## config.mk

```make
export PLATFORM = sky130hd
export DESIGN_NAME = rc5_ir_frame_decoder
export DESIGN_NICKNAME = d
export VERILOG_FILES = /design/src/hw/rtl/rc5dec_pkg.sv /design/src/hw/rtl/rc5dec_step.sv /design/src/hw/rtl/rc5dec_skid.sv /design/src/hw/rtl/rc5_ir_frame_decoder.sv
export SDC_FILE = /design/constraint.sdc
export NUM_CORES = 1
export LEC_CHECK = 0
export BUFFER_PORTS_ARGS = -buffer_cell sky130_fd_sc_hd__buf_2
export CAP_MARGIN = 10
export CORE_MARGIN = 10
export CORE_UTILIZATION = 60
export CTS_CLUSTER_SIZE = 14
export DETAILED_ROUTE_END_ITERATION = 12
export GPL_ROUTABILITY_DRIVEN = 0
export GPL_TIMING_DRIVEN = 0
export PLACE_DENSITY = 0.84
export SLEW_MARGIN = 20
export SYNTH_ARGS = -nofsm -noshare
export SYNTH_HDL_FRONTEND = slang
export SYNTH_SLANG_ARGS = --single-unit
```

## constraint.sdc

```tcl
create_clock -name i_clk -period 9 [get_ports i_clk]
set_input_delay 1.8 -clock i_clk [delete_from_list [all_inputs] [get_ports i_clk]]
set_output_delay 1.8 -clock i_clk [all_outputs]
set_load 0.005 [all_outputs]
```

## src/hw/rtl/rc5dec_pkg.sv

```systemverilog
package rc5dec_pkg;

    localparam int unsigned DurW    = 16;
    localparam int unsigned HalfW   = 15;
    localparam int unsigned CountW  = 5;
    localparam int unsigned SampleW = 13;
    localparam int unsigned CmdW    = 7;
    localparam int unsigned AddrW   = 5;
    localparam int unsigned CfgIdxW = 2;

    // Stored half-bit count once position 25 has been reached.
    localparam logic [CountW-1:0] DoneCount = 5'd26;

    localparam logic [HalfW-1:0] HalfMinReset = 15'd622;
    localparam logic [HalfW-1:0] HalfMaxReset = 15'd1156;
    localparam logic [DurW-1:0]  EndGapReset  = 16'd20000;

    typedef enum logic [CfgIdxW-1:0] {
        CFG_HALF_MIN = 2'd0,
        CFG_HALF_MAX = 2'd1,
        CFG_END_GAP  = 2'd2
    } t_cfg_index;

    typedef enum logic [2:0] {
        DUR_INVALID = 3'b001,
        DUR_HALF    = 3'b010,
        DUR_FULL    = 3'b100
    } t_dur_class;

    typedef struct packed {
        logic [DurW-1:0] duration;
        logic            frame_end;
    } t_in_word;

    typedef struct packed {
        logic            frame_valid;
        logic [CmdW-1:0] command;
        logic [AddrW-1:0] address;
        logic            toggle;
    } t_out_word;

    typedef struct packed {
        logic [CountW-1:0]  count;
        logic               is_space;
        logic [SampleW-1:0] bits;
        logic               error;
    } t_frame_state;

endpackage

```

## src/hw/rtl/rc5dec_step.sv

```systemverilog
module rc5dec_step (
    input  rc5dec_pkg::t_frame_state i_state,
    input  rc5dec_pkg::t_in_word     i_word,
    input  logic [14:0]              i_half_min,
    input  logic [14:0]              i_half_max,
    input  logic [15:0]              i_end_gap,
    output rc5dec_pkg::t_frame_state o_state_next,
    output rc5dec_pkg::t_out_word    o_result
);
    import rc5dec_pkg::*;

    logic [DurW-1:0]    full_min;
    logic [DurW-1:0]    full_max;
    t_dur_class         dur_class;
    logic [CountW-1:0]  count_add;
    t_frame_state       upd;
    logic               valid;
    logic [SampleW-1:0] inv;

    // Doubled bounds fit in 16 bits, so no overflow is possible.
    assign full_min = {i_half_min, 1'b0};
    assign full_max = {i_half_max, 1'b0};

    always_comb begin
        if (i_word.duration < {1'b0, i_half_min}) begin
            dur_class = DUR_INVALID;
        end else if (i_word.duration <= {1'b0, i_half_max}) begin
            dur_class = DUR_HALF;
        end else if (i_word.duration >= full_min && i_word.duration <= full_max) begin
            dur_class = DUR_FULL;
        end else begin
            dur_class = DUR_INVALID;
        end
    end

    always_comb begin
        upd = i_state;
        count_add = i_state.count;
        case (dur_class)
            DUR_HALF: count_add = i_state.count + 5'd1;
            DUR_FULL: count_add = i_state.count + 5'd2;
            default:  count_add = i_state.count;
        endcase
        if (!i_state.error && i_state.count < DoneCount) begin
            if (dur_class == DUR_INVALID) begin
                upd.error = 1'b1;
            end else begin
                upd.count = count_add;
                // Odd position: stored count is even and nonzero.
                if (count_add >= 5'd2 && !count_add[0]) begin
                    upd.bits = {i_state.bits[SampleW-2:0], ~i_state.is_space};
                end
            end
        end
        upd.is_space = ~i_state.is_space;
    end

    assign valid = !upd.error && upd.count >= DoneCount && i_word.duration >= i_end_gap;
    assign inv   = ~upd.bits;

    always_comb begin
        o_result = '0;
        o_result.frame_valid = valid;
        if (valid) begin
            o_result.command = {upd.bits[12], inv[5:0]};
            o_result.address = inv[10:6];
            o_result.toggle  = inv[11];
        end
    end

    // The last duration of a capture leaves the frame state cleared.
    assign o_state_next = i_word.frame_end ? t_frame_state'('0) : upd;

endmodule

```

## src/hw/rtl/rc5dec_skid.sv

```systemverilog
module rc5dec_skid (
    input  logic                  i_clk,
    input  logic                  i_rst_n,
    input  logic                  i_push,
    input  rc5dec_pkg::t_out_word i_word,
    output logic                  o_full,
    output logic                  o_out_valid,
    input  logic                  i_out_stall,
    output rc5dec_pkg::t_out_word o_out_word
);
    import rc5dec_pkg::*;

    logic      r_out_valid, n_out_valid;
    logic      r_skid_valid, n_skid_valid;
    t_out_word r_out_word, n_out_word;
    t_out_word r_skid_word, n_skid_word;
    logic      slot_free;

    assign slot_free = !r_out_valid || !i_out_stall;

    always_comb begin
        n_out_valid  = r_out_valid;
        n_out_word   = r_out_word;
        n_skid_valid = r_skid_valid;
        n_skid_word  = r_skid_word;
        if (slot_free) begin
            n_out_valid  = r_skid_valid || i_push;
            n_out_word   = r_skid_valid ? r_skid_word : i_word;
            n_skid_valid = 1'b0;
        end else if (i_push) begin
            n_skid_valid = 1'b1;
            n_skid_word  = i_word;
        end
    end

    always_ff @(posedge i_clk) begin
        if (!i_rst_n) begin
            r_out_valid  <= 1'b0;
            r_skid_valid <= 1'b0;
        end else begin
            r_out_valid  <= n_out_valid;
            r_skid_valid <= n_skid_valid;
        end
        r_out_word  <= n_out_word;
        r_skid_word <= n_skid_word;
    end

    assign o_full      = r_skid_valid;
    assign o_out_valid = r_out_valid;
    assign o_out_word  = r_out_word;

    a_skid_needs_out: assert property (@(posedge i_clk) disable iff (!i_rst_n)
        r_skid_valid |-> r_out_valid)
        else $error("skid word held without an output word");

    a_no_push_when_full: assert property (@(posedge i_clk) disable iff (!i_rst_n)
        r_skid_valid |-> !i_push)
        else $error("result pushed while skid stage is full");

    a_skid_drains: assert property (@(posedge i_clk) disable iff (!i_rst_n)
        r_skid_valid && !i_out_stall |=> r_out_valid && !r_skid_valid)
        else $error("skid word not moved to output");

endmodule

```

## src/hw/rtl/rc5_ir_frame_decoder.sv

```systemverilog
// RC5 infrared frame decoder. Input words carry the mark and space durations
// of one IR capture in microseconds, starting with a mark, and the last
// duration of the capture is flagged with frame_end. Each duration is classed
// as a half bit or a full bit against the half_bit_min and half_bit_max
// registers, and the level is sampled at every odd half-bit position until
// position 25 is reached. On the flagged word the block delivers one output
// word holding the extended command, the address, the toggle bit and a valid
// flag; valid also needs the final duration to be at least end_gap_min. Words
// that are not flagged produce no output. One input word is taken in every
// clock cycle while o_in_stall is low: the frame state (half-bit count,
// mark/space parity, sample register and sticky error) is updated per accepted
// word, and this feedback loop sets the rate. A result reaches o_out_word on
// the cycle after its input word is accepted when the output register is free;
// otherwise it waits in a one-word skid stage behind the output register until
// the output word ahead of it is taken. This lets input continue while a
// result waits; input stalls only when both are full. Configuration registers
// are written with i_cfg_we, i_cfg_index and i_cfg_data; the user must write
// them only while the block is idle (unenforced); unknown indexes are ignored.
module rc5_ir_frame_decoder (
    input  logic                  i_clk,
    input  logic                  i_rst_n,
    input  logic                  i_cfg_we,
    input  logic [1:0]            i_cfg_index,
    input  logic [15:0]           i_cfg_data,
    input  logic                  i_in_valid,
    output logic                  o_in_stall,
    input  rc5dec_pkg::t_in_word  i_in_word,
    output logic                  o_out_valid,
    input  logic                  i_out_stall,
    output rc5dec_pkg::t_out_word o_out_word
);
    import rc5dec_pkg::*;

    logic [HalfW-1:0] r_half_min;
    logic [HalfW-1:0] r_half_max;
    logic [DurW-1:0]  r_end_gap;
    t_frame_state     r_state;
    t_frame_state     n_state;
    t_out_word        result;
    logic             in_fire;
    logic             skid_full;

    // Configuration registers.
    always_ff @(posedge i_clk) begin
        if (!i_rst_n) begin
            r_half_min <= HalfMinReset;
            r_half_max <= HalfMaxReset;
            r_end_gap  <= EndGapReset;
        end else if (i_cfg_we) begin
            case (t_cfg_index'(i_cfg_index))
                CFG_HALF_MIN: r_half_min <= i_cfg_data[HalfW-1:0];
                CFG_HALF_MAX: r_half_max <= i_cfg_data[HalfW-1:0];
                CFG_END_GAP:  r_end_gap  <= i_cfg_data;
                default: ;
            endcase
        end
    end

    assign o_in_stall = skid_full;
    assign in_fire    = i_in_valid && !skid_full;

    // Classing, sampling and result forming for one duration.
    rc5dec_step u_step (
        .i_state      (r_state),
        .i_word       (i_in_word),
        .i_half_min   (r_half_min),
        .i_half_max   (r_half_max),
        .i_end_gap    (r_end_gap),
        .o_state_next (n_state),
        .o_result     (result)
    );

    // The frame state advances once for every accepted word.
    always_ff @(posedge i_clk) begin
        if (!i_rst_n) begin
            r_state <= '0;
        end else if (in_fire) begin
            r_state <= n_state;
        end
    end

    // Output register plus skid stage.
    rc5dec_skid u_skid (
        .i_clk       (i_clk),
        .i_rst_n     (i_rst_n),
        .i_push      (in_fire && i_in_word.frame_end),
        .i_word      (result),
        .o_full      (skid_full),
        .o_out_valid (o_out_valid),
        .i_out_stall (i_out_stall),
        .o_out_word  (o_out_word)
    );

    a_count_bounded: assert property (@(posedge i_clk) disable iff (!i_rst_n)
        r_state.count <= 5'd27)
        else $error("half-bit count beyond its reachable range");

    a_clear_after_end: assert property (@(posedge i_clk) disable iff (!i_rst_n)
        in_fire && i_in_word.frame_end |=> r_state == '0)
        else $error("frame state not cleared after last duration");

    a_result_follows: assert property (@(posedge i_clk) disable iff (!i_rst_n)
        in_fire && i_in_word.frame_end |=> o_out_valid)
        else $error("last duration did not produce an output word");

    a_invalid_is_zero: assert property (@(posedge i_clk) disable iff (!i_rst_n)
        o_out_valid && !o_out_word.frame_valid |->
            o_out_word.command == '0 && o_out_word.address == '0 && !o_out_word.toggle)
        else $error("invalid frame carries nonzero fields");

endmodule

```

==> flow_summary.toml, run 1 <==
[run_status]
status = "completed"

[power]
ir_drop_uv = 94.1
leakagePower_nw = 2.71
cellPowerDensity_nw_per_um2 = 133

[yosys]
synth-compound-area-share_pct = 18.2
synth_top_family_by_area = "simple AND/OR/NAND/NOR gates"
ys.flop_type = "dfxtp_1"
syn_inst = 685
synth_mux_area_share_pct = 4.54
syn-num-nets = 803
synth_cell_types = 56
mappedNetlistArea_um2 = 6030
synth_xor_area_share_pct = 0.581
yosys.area_share.simple_pct = 18.3
avgSynthCellArea_um2 = 8.80
synth-edff-count = 28
ys_warn_count = 0
synthAdderAreaFrac_pct = 16.2
async_flop_share_pct = 0
ys_seq_area_share_pct = 36.5
synth_seq_cells = 96

[drt]
postRouteAntennaNets = 0
routedWlPerCell_um = 17.1
drc = 0
num_vias = 5244
wl_mm = 15.2
routed_via_density = 5.90
first_iter_violations = 364
drt_first_pass_iters = 5

[global_route]
grt_pass1_vias = 5188
grt_start_max_net_pins = 18
grt-ovfl-total = 0
grt.total_usage_pct = 20.7
antenna_found_initial = 0
grt_first_pass_wirelength_mm = 24.5

[layout]
area_growth_syn_to_layout_pct = 10.6
layout_common_cells = "122 x nand2_1, 78 x ha_1, 68 x dfxtp_1, 55 x buf_2, 54 x inv_1"
post-route-util_pct = 68.2
fill_cells = 789
final_common_cell = "nand2_1"
fin_area_um2 = 6670
diodes = 0
drive_gt1_share_pct = 12.0
final_nets = 869

[setup_path]
crit_buf_inv = 2
arrival_ns = 5.43
crit_end = "u_skid.o_out_word[9]"
cp_max_fo = 10
reg2reg_from = "r_half_max[8]"
path_cells = "buf_2 > ha_1 > a21oi_1 > o21ai_0 > a221oi_1 > a21oi_1 > a41oi_1 > mux2i_1 > a221o_1 > a211oi_4 > buf_6 > mux2_2 > o31ai_1"
path_class = "primary input to flop"
worst-path-stages = 13
slowest_stage = "a41oi_1"
critPathLaunch = "i_in_word[12]"
ff2ff_setup_slack_ns = 4.88
end_kind = "flop"
critPathTopFamily = "compound AO/OA/AOI/OAI gates"
reg2reg_depth = 13
crit_top_cell = "a21oi_1"
worstReg2RegEnd = "u_skid.o_out_word[9]"
slowest_delay_ns = 0.53
required_ns = 9.19
startpoint_type = "primary input"

[clock_tree]
cts_buffers = 9
cts_setup_buffers = 0
clk_path_buf_depth = 2
h-tree-depth = 3
tritoncts = "built"
cts_sinks = 96
cts_root_buffer = "clkbuf_8"
path_clk_slew_ns = 0.09
ctsHoldBuffers = 0
cts_resized = 0
clk_latency_ns = 0.37

[floorplan]
die_y_um = 120
dieArea_um2 = 14500
ios = 56
num_rows = 36
start_util_pct = 61.7
die_w_um = 120
core_area_um2 = 9770

[sta]
timing.setup.tns_ns = 0
fmax_mhz = 191
hold_viol_final = 0
drv_slew = 0
fin_crit_sh_pct = 58.3
fin_crit_ns = 5.24
worst_pin_slew_ns = 1.04
whs_ns = 0.464
slew_headroom_pct = 30.1
setup_viol = 0
rsz0062_at_grt = "false"
clock-skew-final_ns = 0.0126

[placed_design]
port_buffers = 55
placed_cell_area_um2 = 6470
hpwlAfterDp_mm = 12.0

[flow_run]
cap_viol_max_count = 0

[hold_path]
hp-class = "flop to flop"
-- cells by family after synthesis --
logic type	after synthesis
XOR/XNOR	4
adder cells (fa/ha/maj)	78
multiplexers	26
AND/OR/NAND/NOR	234
flip-flops	96
AO/OA/AOI/OAI	163
buffers and inverters	84
-- cell usage after synthesis (4+ instances only) --
cell / instances / area share (%)
o211ai_1: 16 / 2.0
clkbuf_1: 27 / 1.7
nor2b_1: 17 / 1.8
dfxtp_1: 68 / 23
nand3_1: 6 / 0.50
o31ai_1: 16 / 2.0
nor3_1: 4 / 0.33
ha_1: 78 / 16
a21boi_1: 5 / 0.62
a21o_1: 8 / 1.0
and2_1: 14 / 1.5
nor2_1: 32 / 2.0
nand2_1: 122 / 7.6
mux2_2: 11 / 2.1
a211oi_1: 4 / 0.50
nand4_1: 13 / 1.3
inv_1: 54 / 3.4
mux2i_1: 15 / 2.5
edfxtp_1: 28 / 14
a31oi_1: 4 / 0.41
o21ai_0: 19 / 1.6
a21oi_1: 48 / 4.0
a21boi_0: 25 / 3.1
-- power breakdown --
part	total, W	switching, W	internal [W]	leakage (nW)
logic	0.000146	0.0000875	0.0000585	1.79
clock network	0.000280	0.000151	0.000130	0.0945
registers	0.000462	0.00000636	0.000455	0.823
-- how the worst min path moves through the flow --
stage                               from              to  slack, ns  cells past startpoint
final                      r_half_min[4]   r_half_min[4]       0.46                      2
after global routing       r_half_min[8]   r_half_min[8]       0.49                      2
after CTS                  r_half_min[4]   r_half_min[4]       0.46                      2
after detailed placement   r_half_min[4]   r_half_min[4]       0.45                      2
after global placement    r_half_min[13]  r_half_min[13]       0.44                      2
after floorplan            r_end_gap[15]   r_end_gap[15]       0.44                      2
-- worst min-delay path: cells and delay by family, from the launching register on --
kind	cells	cell delay (ns)
DFF	1	0.32
and+or+nand+nor	1	0.05
AOI/OAI and AO/OA	1	0.05
-- registers in the layout (all words and copies together) (netlist names) --
signal	cells
r_state	20
r_end_gap	16
r_half_max	15
r_half_min	15
u_skid.o_out_word	14
u_skid.r_skid_word	14
u_skid.o_full	1
u_skid.o_out_valid	1
-- stage by stage --
stage | power (W) | std cells | setup slack, ns
2_1_floorplan | 0.000564 | 685 | 4.08
3_3_place_gp | 0.000605 | 873 | 3.52
3_5_place_dp | 0.000615 | 873 | 3.41
4_1_cts | 0.000889 | 889 | 3.80
5_1_grt | 0.000928 | 889 | 3.51
6_report | 0.000888 | 889 | 3.76
-- metal layers --
metal  vias to the layer above  GRT usage, %  wire, µm
met4                         0          10.2       679
met1                      2471          22.6      6080
met2                       185          36.9      7630
met5                         -             0         0
met3                        45          4.75       785
li1                       2543             -         -
-- cell type report --
cell class	instances	area [µm²]	area share (%)
Sequential cell	96	2200	33.0
Clock inverter	6	67.6	1.01
Tap cell	133	166	2.50
Timing Repair Buffer	55	275	4.13
Clock buffer	10	128	1.91
Buffer	29	133	1.99
Multi-Input combinational cell	505	3490	52.3
Inverter	55	206	3.10
Power figures use the tool's default switching activity.
==> inputs of run 2 (changes only) <==
CORE_UTILIZATION = 54   (was 60)
PLACE_DENSITY = 0.8   (was 0.84)
clock period = 4.4 ns   (was 9 ns; I/O delays follow)
==> run 2 against run 1 <==
Against the previous run: combinational power up 100%; clock skew up 0.0052 ns; critical path type unchanged; worst setup slack worse by 3.6 ns.
==> flow_summary.toml, run 2 (synthesis results as in run 1) <==
[run_status]
status = "completed"

[global_route]
grt-ovfl-total = 0
grt.total_usage_pct = 18.5
grt_pass1_vias = 5115
antenna_found_initial = 0
grt_first_pass_wirelength_mm = 24.5
grt_start_max_net_pins = 20

[drt]
drc = 0
first_iter_violations = 356
routed.top_layer = "met4"
num_vias = 5175
wl_met3_um = 714
route.met2.wl_mm = 7.35
wl_met1_mm = 6.46
drt_first_pass_iters = 5
wl_mm = 15.2
routedWlPerCell_um = 17.0
routed_via_density = 5.78
postRouteAntennaNets = 0

[hold_path]
hp-class = "flop to flop"

[power]
cellPowerDensity_nw_per_um2 = 271
p_sw_w = 0.000542
leakagePower_nw = 2.71
pwr-share-clk_pct = 31.6
p_sw_share_pct = 29.9
ir_drop_uv = 246
internal_power_w = 0.00127
pwr-share-seq_pct = 52.0
p_comb_share_pct = 16.4

[setup_path]
end_kind = "flop"
cp_max_fo = 10
slowest_delay_ns = 0.54
path_cells = "buf_2 > ha_1 > nand4b_1 > a2111o_1 > a31o_2 > and2_1 > and3_1 > a221o_1 > a211oi_4 > buf_6 > mux2_2 > o31ai_1"
required_ns = 4.59
arrival_ns = 4.40
crit_buf_inv = 2
critPathTopFamily = "compound AO/OA/AOI/OAI gates"
slowest_stage = "a2111o_1"
path_class = "primary input to flop"
startpoint_type = "primary input"

[clock_tree]
cts_root_buffer = "clkbuf_8"
cts_setup_buffers = 0
cts_resized = 0
cts_sinks = 96
path_clk_slew_ns = 0.10
tritoncts = "built"
ctsHoldBuffers = 0
clk_latency_ns = 0.38
h-tree-depth = 3
cts_buffers = 9
clk_path_buf_depth = 2

[placed_design]
port_buffers = 55
hpwlAfterDp_mm = 12.0
placed_cell_area_um2 = 6480
dp.cells = 880

[sta]
timing.setup.tns_ns = 0
drv_slew = 0
slew_headroom_pct = 52.9
fmax_mhz = 237
worst_pin_slew_ns = 0.706
fin_crit_sh_pct = 95.8
rsz0062_at_grt = "false"
whs_ns = 0.464
hold_viol_final = 0
setup_viol = 0
clock-skew-final_ns = 0.0178
fin_crit_ns = 4.21

[floorplan]
ios = 56
die_y_um = 126
num_rows = 38
start_util_pct = 55.4
die_w_um = 126
core_area_um2 = 10900
dieArea_um2 = 15800

[layout]
largest_reg_flops = 20
diodes = 0
final_nets = 869
instances_no_fill = 896
drive_gt1_share_pct = 12.7
final_common_cell = "nand2_1"
area_growth_syn_to_layout_pct = 11.2
layout_common_cells = "122 x nand2_1, 78 x ha_1, 68 x dfxtp_1, 55 x buf_2, 54 x inv_1"
fin_area_um2 = 6700
top_register = "r_state"
reg_top3 = "r_state x20, r_end_gap x16"

[flow_run]
cap_viol_max_count = 0
[run 2: per-layer routing]
metal,track usage [%],vias up
met1,20.9,2421
met4,10.6,0
met2,31.9,150
met5,0,-
li1,-,2564
met3,3.82,40
[run 2: path summary, 6_finish.rpt]
path,start,to,slack [ns],depth (start not counted)
min,r_half_min[4],r_half_min[4],0.46,2
min reg2reg,r_half_min[4],r_half_min[4],0.46,2
max reg2reg,r_half_max[13],u_skid.o_out_word[10],0.34,12
max,i_in_word[14],u_skid.o_out_word[10],0.19,12
[run 2: final cells by class]
cell class,instances,area (µm²)
clock buffer,9,124
timing repair buffer,55,275
sequential,96,2200
tap,140,175
fill,929,4190
inverter,55,206
multi-input combinational,505,3510
buffer,29,133
clock inverter,7,72.6
[run 2: power groups by stage]
stage                     logic [W]  registers [W]  clock network [W]
after detailed placement   0.000291       0.000964                  0
after global routing       0.000334       0.000947           0.000615
after CTS                  0.000293       0.000944           0.000581
after global placement     0.000276       0.000963                  0
after floorplan            0.000192       0.000961                  0
final                      0.000299       0.000944           0.000573
[run 2: per-stage QoR]
stage               util [%]  setup WS, ns  total power (W)
floorplan                  -         0.405          0.00115
global placement        59.5        -0.189          0.00124
detailed placement      59.5        -0.284          0.00125
CTS                     61.3         0.110          0.00182
global route            61.6       0.00393          0.00190
finish                  61.6         0.187          0.00182
[run 2: worst reg2reg max path: cells and delay by family (launching register included)]
kind | cells | cell delay, ns
flops | 1 | 0.40
compound gates | 5 | 1.87
simple gates | 3 | 0.60
fa+ha+maj | 1 | 0.30
mux | 1 | 0.37
buf+inv | 2 | 0.34
==> inputs of run 3 (changes only) <==
MAX_ROUTING_LAYER = met4   (was default)
==> run 3 against run 2 <==
Against the previous run: register-to-register slack better by 0.03 ns; critical path type unchanged; global-route usage up 0.53 points; critical path depth up 1; total power about the same; sequential power about the same; combinational power about the same.
==> flow_summary.toml, run 3 (synthesis results as in run 1) <==
[run_status]
status = "completed"

[power]
p_total_w = 0.00182
ir_drop_uv = 247
cellPowerDensity_nw_per_um2 = 271
leakagePower_nw = 2.71

[layout]
area_growth_syn_to_layout_pct = 11.2
post-route-util_pct = 61.6
top_register = "r_state"
drive_gt1_share_pct = 12.7
layout_common_cells = "122 x nand2_1, 78 x ha_1, 68 x dfxtp_1, 55 x buf_2, 54 x inv_1"
reg_top3 = "r_state x20, r_end_gap x16"
fill_cells = 929
final_nets = 869
diodes = 0
largest_reg_flops = 20
final_common_cell = "nand2_1"

[drt]
drc = 0
postRouteAntennaNets = 0
drt_first_pass_iters = 7
first_iter_violations = 352
wl_mm = 15.3
num_vias = 5144
routedWlPerCell_um = 17.0
routed_via_density = 5.74

[clock_tree]
ctsHoldBuffers = 0
path_clk_slew_ns = 0.10
cts_buffers = 9
cts_root_buffer = "clkbuf_8"
h-tree-depth = 3
clk_latency_ns = 0.38
tritoncts = "built"
cts_sinks = 96
clk_path_buf_depth = 2

[sta]
hold_viol_final = 0
slew_headroom_pct = 53.1
worst_pin_slew_ns = 0.703
fin_crit_ns = 4.22
setup_viol = 0
drv_slew = 0
fin_crit_sh_pct = 96.0
fmax_mhz = 237
fin_ws_ns = 0.176
clock-skew-final_ns = 0.0193
rsz0062_at_grt = "false"

[global_route]
grt-ovfl-total = 0
grt_start_max_net_pins = 20
grt_pass1_vias = 5112
grt.total_usage_pct = 19.1
grt_first_pass_wirelength_mm = 24.5
antenna_found_initial = 0

[flow_run]
cap_viol_max_count = 0

[placed_design]
hpwlAfterDp_mm = 12.0
port_buffers = 55
pre_cts_slack_ns = -0.284

[setup_path]
startpoint_type = "primary input"
slowest_delay_ns = 0.53
cp_max_fo = 10
crit_buf_inv = 3
path_cells = "buf_2 > ha_1 > a21o_1 > a211oi_1 > or4b_4 > nand3_1 > nor3b_1 > o21ai_0 > o211a_1 > a2111o_1 > clkbuf_1 > clkbuf_1 > o21ai_0"
slowest_stage = "or4b_4"
required_ns = 4.50
end_kind = "flop"
path_class = "primary input to flop"
critPathTopFamily = "compound AO/OA/AOI/OAI gates"
arrival_ns = 4.33

[floorplan]
die_y_um = 126
num_rows = 38
dieArea_um2 = 15800
core_area_um2 = 10900
ios = 56
die_w_um = 126
start_util_pct = 55.4

[hold_path]
hp-class = "flop to flop"
[run 3: final cells by class]
type / instances / area (µm²) / share of cell area [%]
inverters: 55 / 206 / 3.08
repair buffers: 55 / 275 / 4.11
well taps: 140 / 175 / 2.61
flip-flops and latches: 96 / 2200 / 32.9
plain buffers: 29 / 133 / 1.98
clock buffers: 9 / 124 / 1.85
clock inverters: 7 / 72.6 / 1.08
multi-input cells: 505 / 3510 / 52.4
[run 3: metal layers]
metal  wire length, µm  GRT usage [%]  vias up
met4               689           10.6        0
met2              7400           31.9      144
met1              6540           20.9     2401
met5                 0              -        -
li1                  -              -     2560
met3               645           3.69       39
[run 3: worst paths after layout]
check                                    start  cells past startpoint  slack [ns]                     to
worst max-delay path             i_in_word[14]                     13        0.18  u_skid.o_out_word[13]
worst min-delay path             r_half_min[4]                      2        0.46          r_half_min[4]
worst max register to register  r_half_max[13]                     12        0.37  u_skid.o_out_word[10]
worst min register to register   r_half_min[4]                      2        0.46          r_half_min[4]
[run 3: through the flow]
stage / hold WS [ns] / TNS, ns / area (µm²) / std cells
2_1_floorplan: 0.436 / 0 / 6030 / 685
3_3_place_gp: 0.445 / -2.51 / 6480 / 880
3_5_place_dp: 0.451 / -4.01 / 6480 / 880
4_1_cts: 0.465 / 0 / 6680 / 896
5_1_grt: 0.485 / 0 / 6700 / 896
6_report: 0.463 / 0 / 6700 / 896
[run 3: what timing repair did]
action | 4_1_cts | 5_1_grt
setup endpoints to repair | 0 | 12
gates resized for setup | 0 | 4
setup buffers | 0 | 0
[run 3: power by group]
group | internal, W | switching, W | leakage, nW
logic | 0.000120 | 0.000178 | 1.79
clock network | 0.000222 | 0.000352 | 0.0966
registers | 0.000931 | 0.0000128 | 0.823
[run 3: worst reg2reg max path, delay by kind of cell (launching register included)]
kind	cells	cell delay, ns
compound gates	5	1.84
mux	1	0.37
flops	1	0.40
fa+ha+maj	1	0.30
simple gates	3	0.59
buf+inv	2	0.34
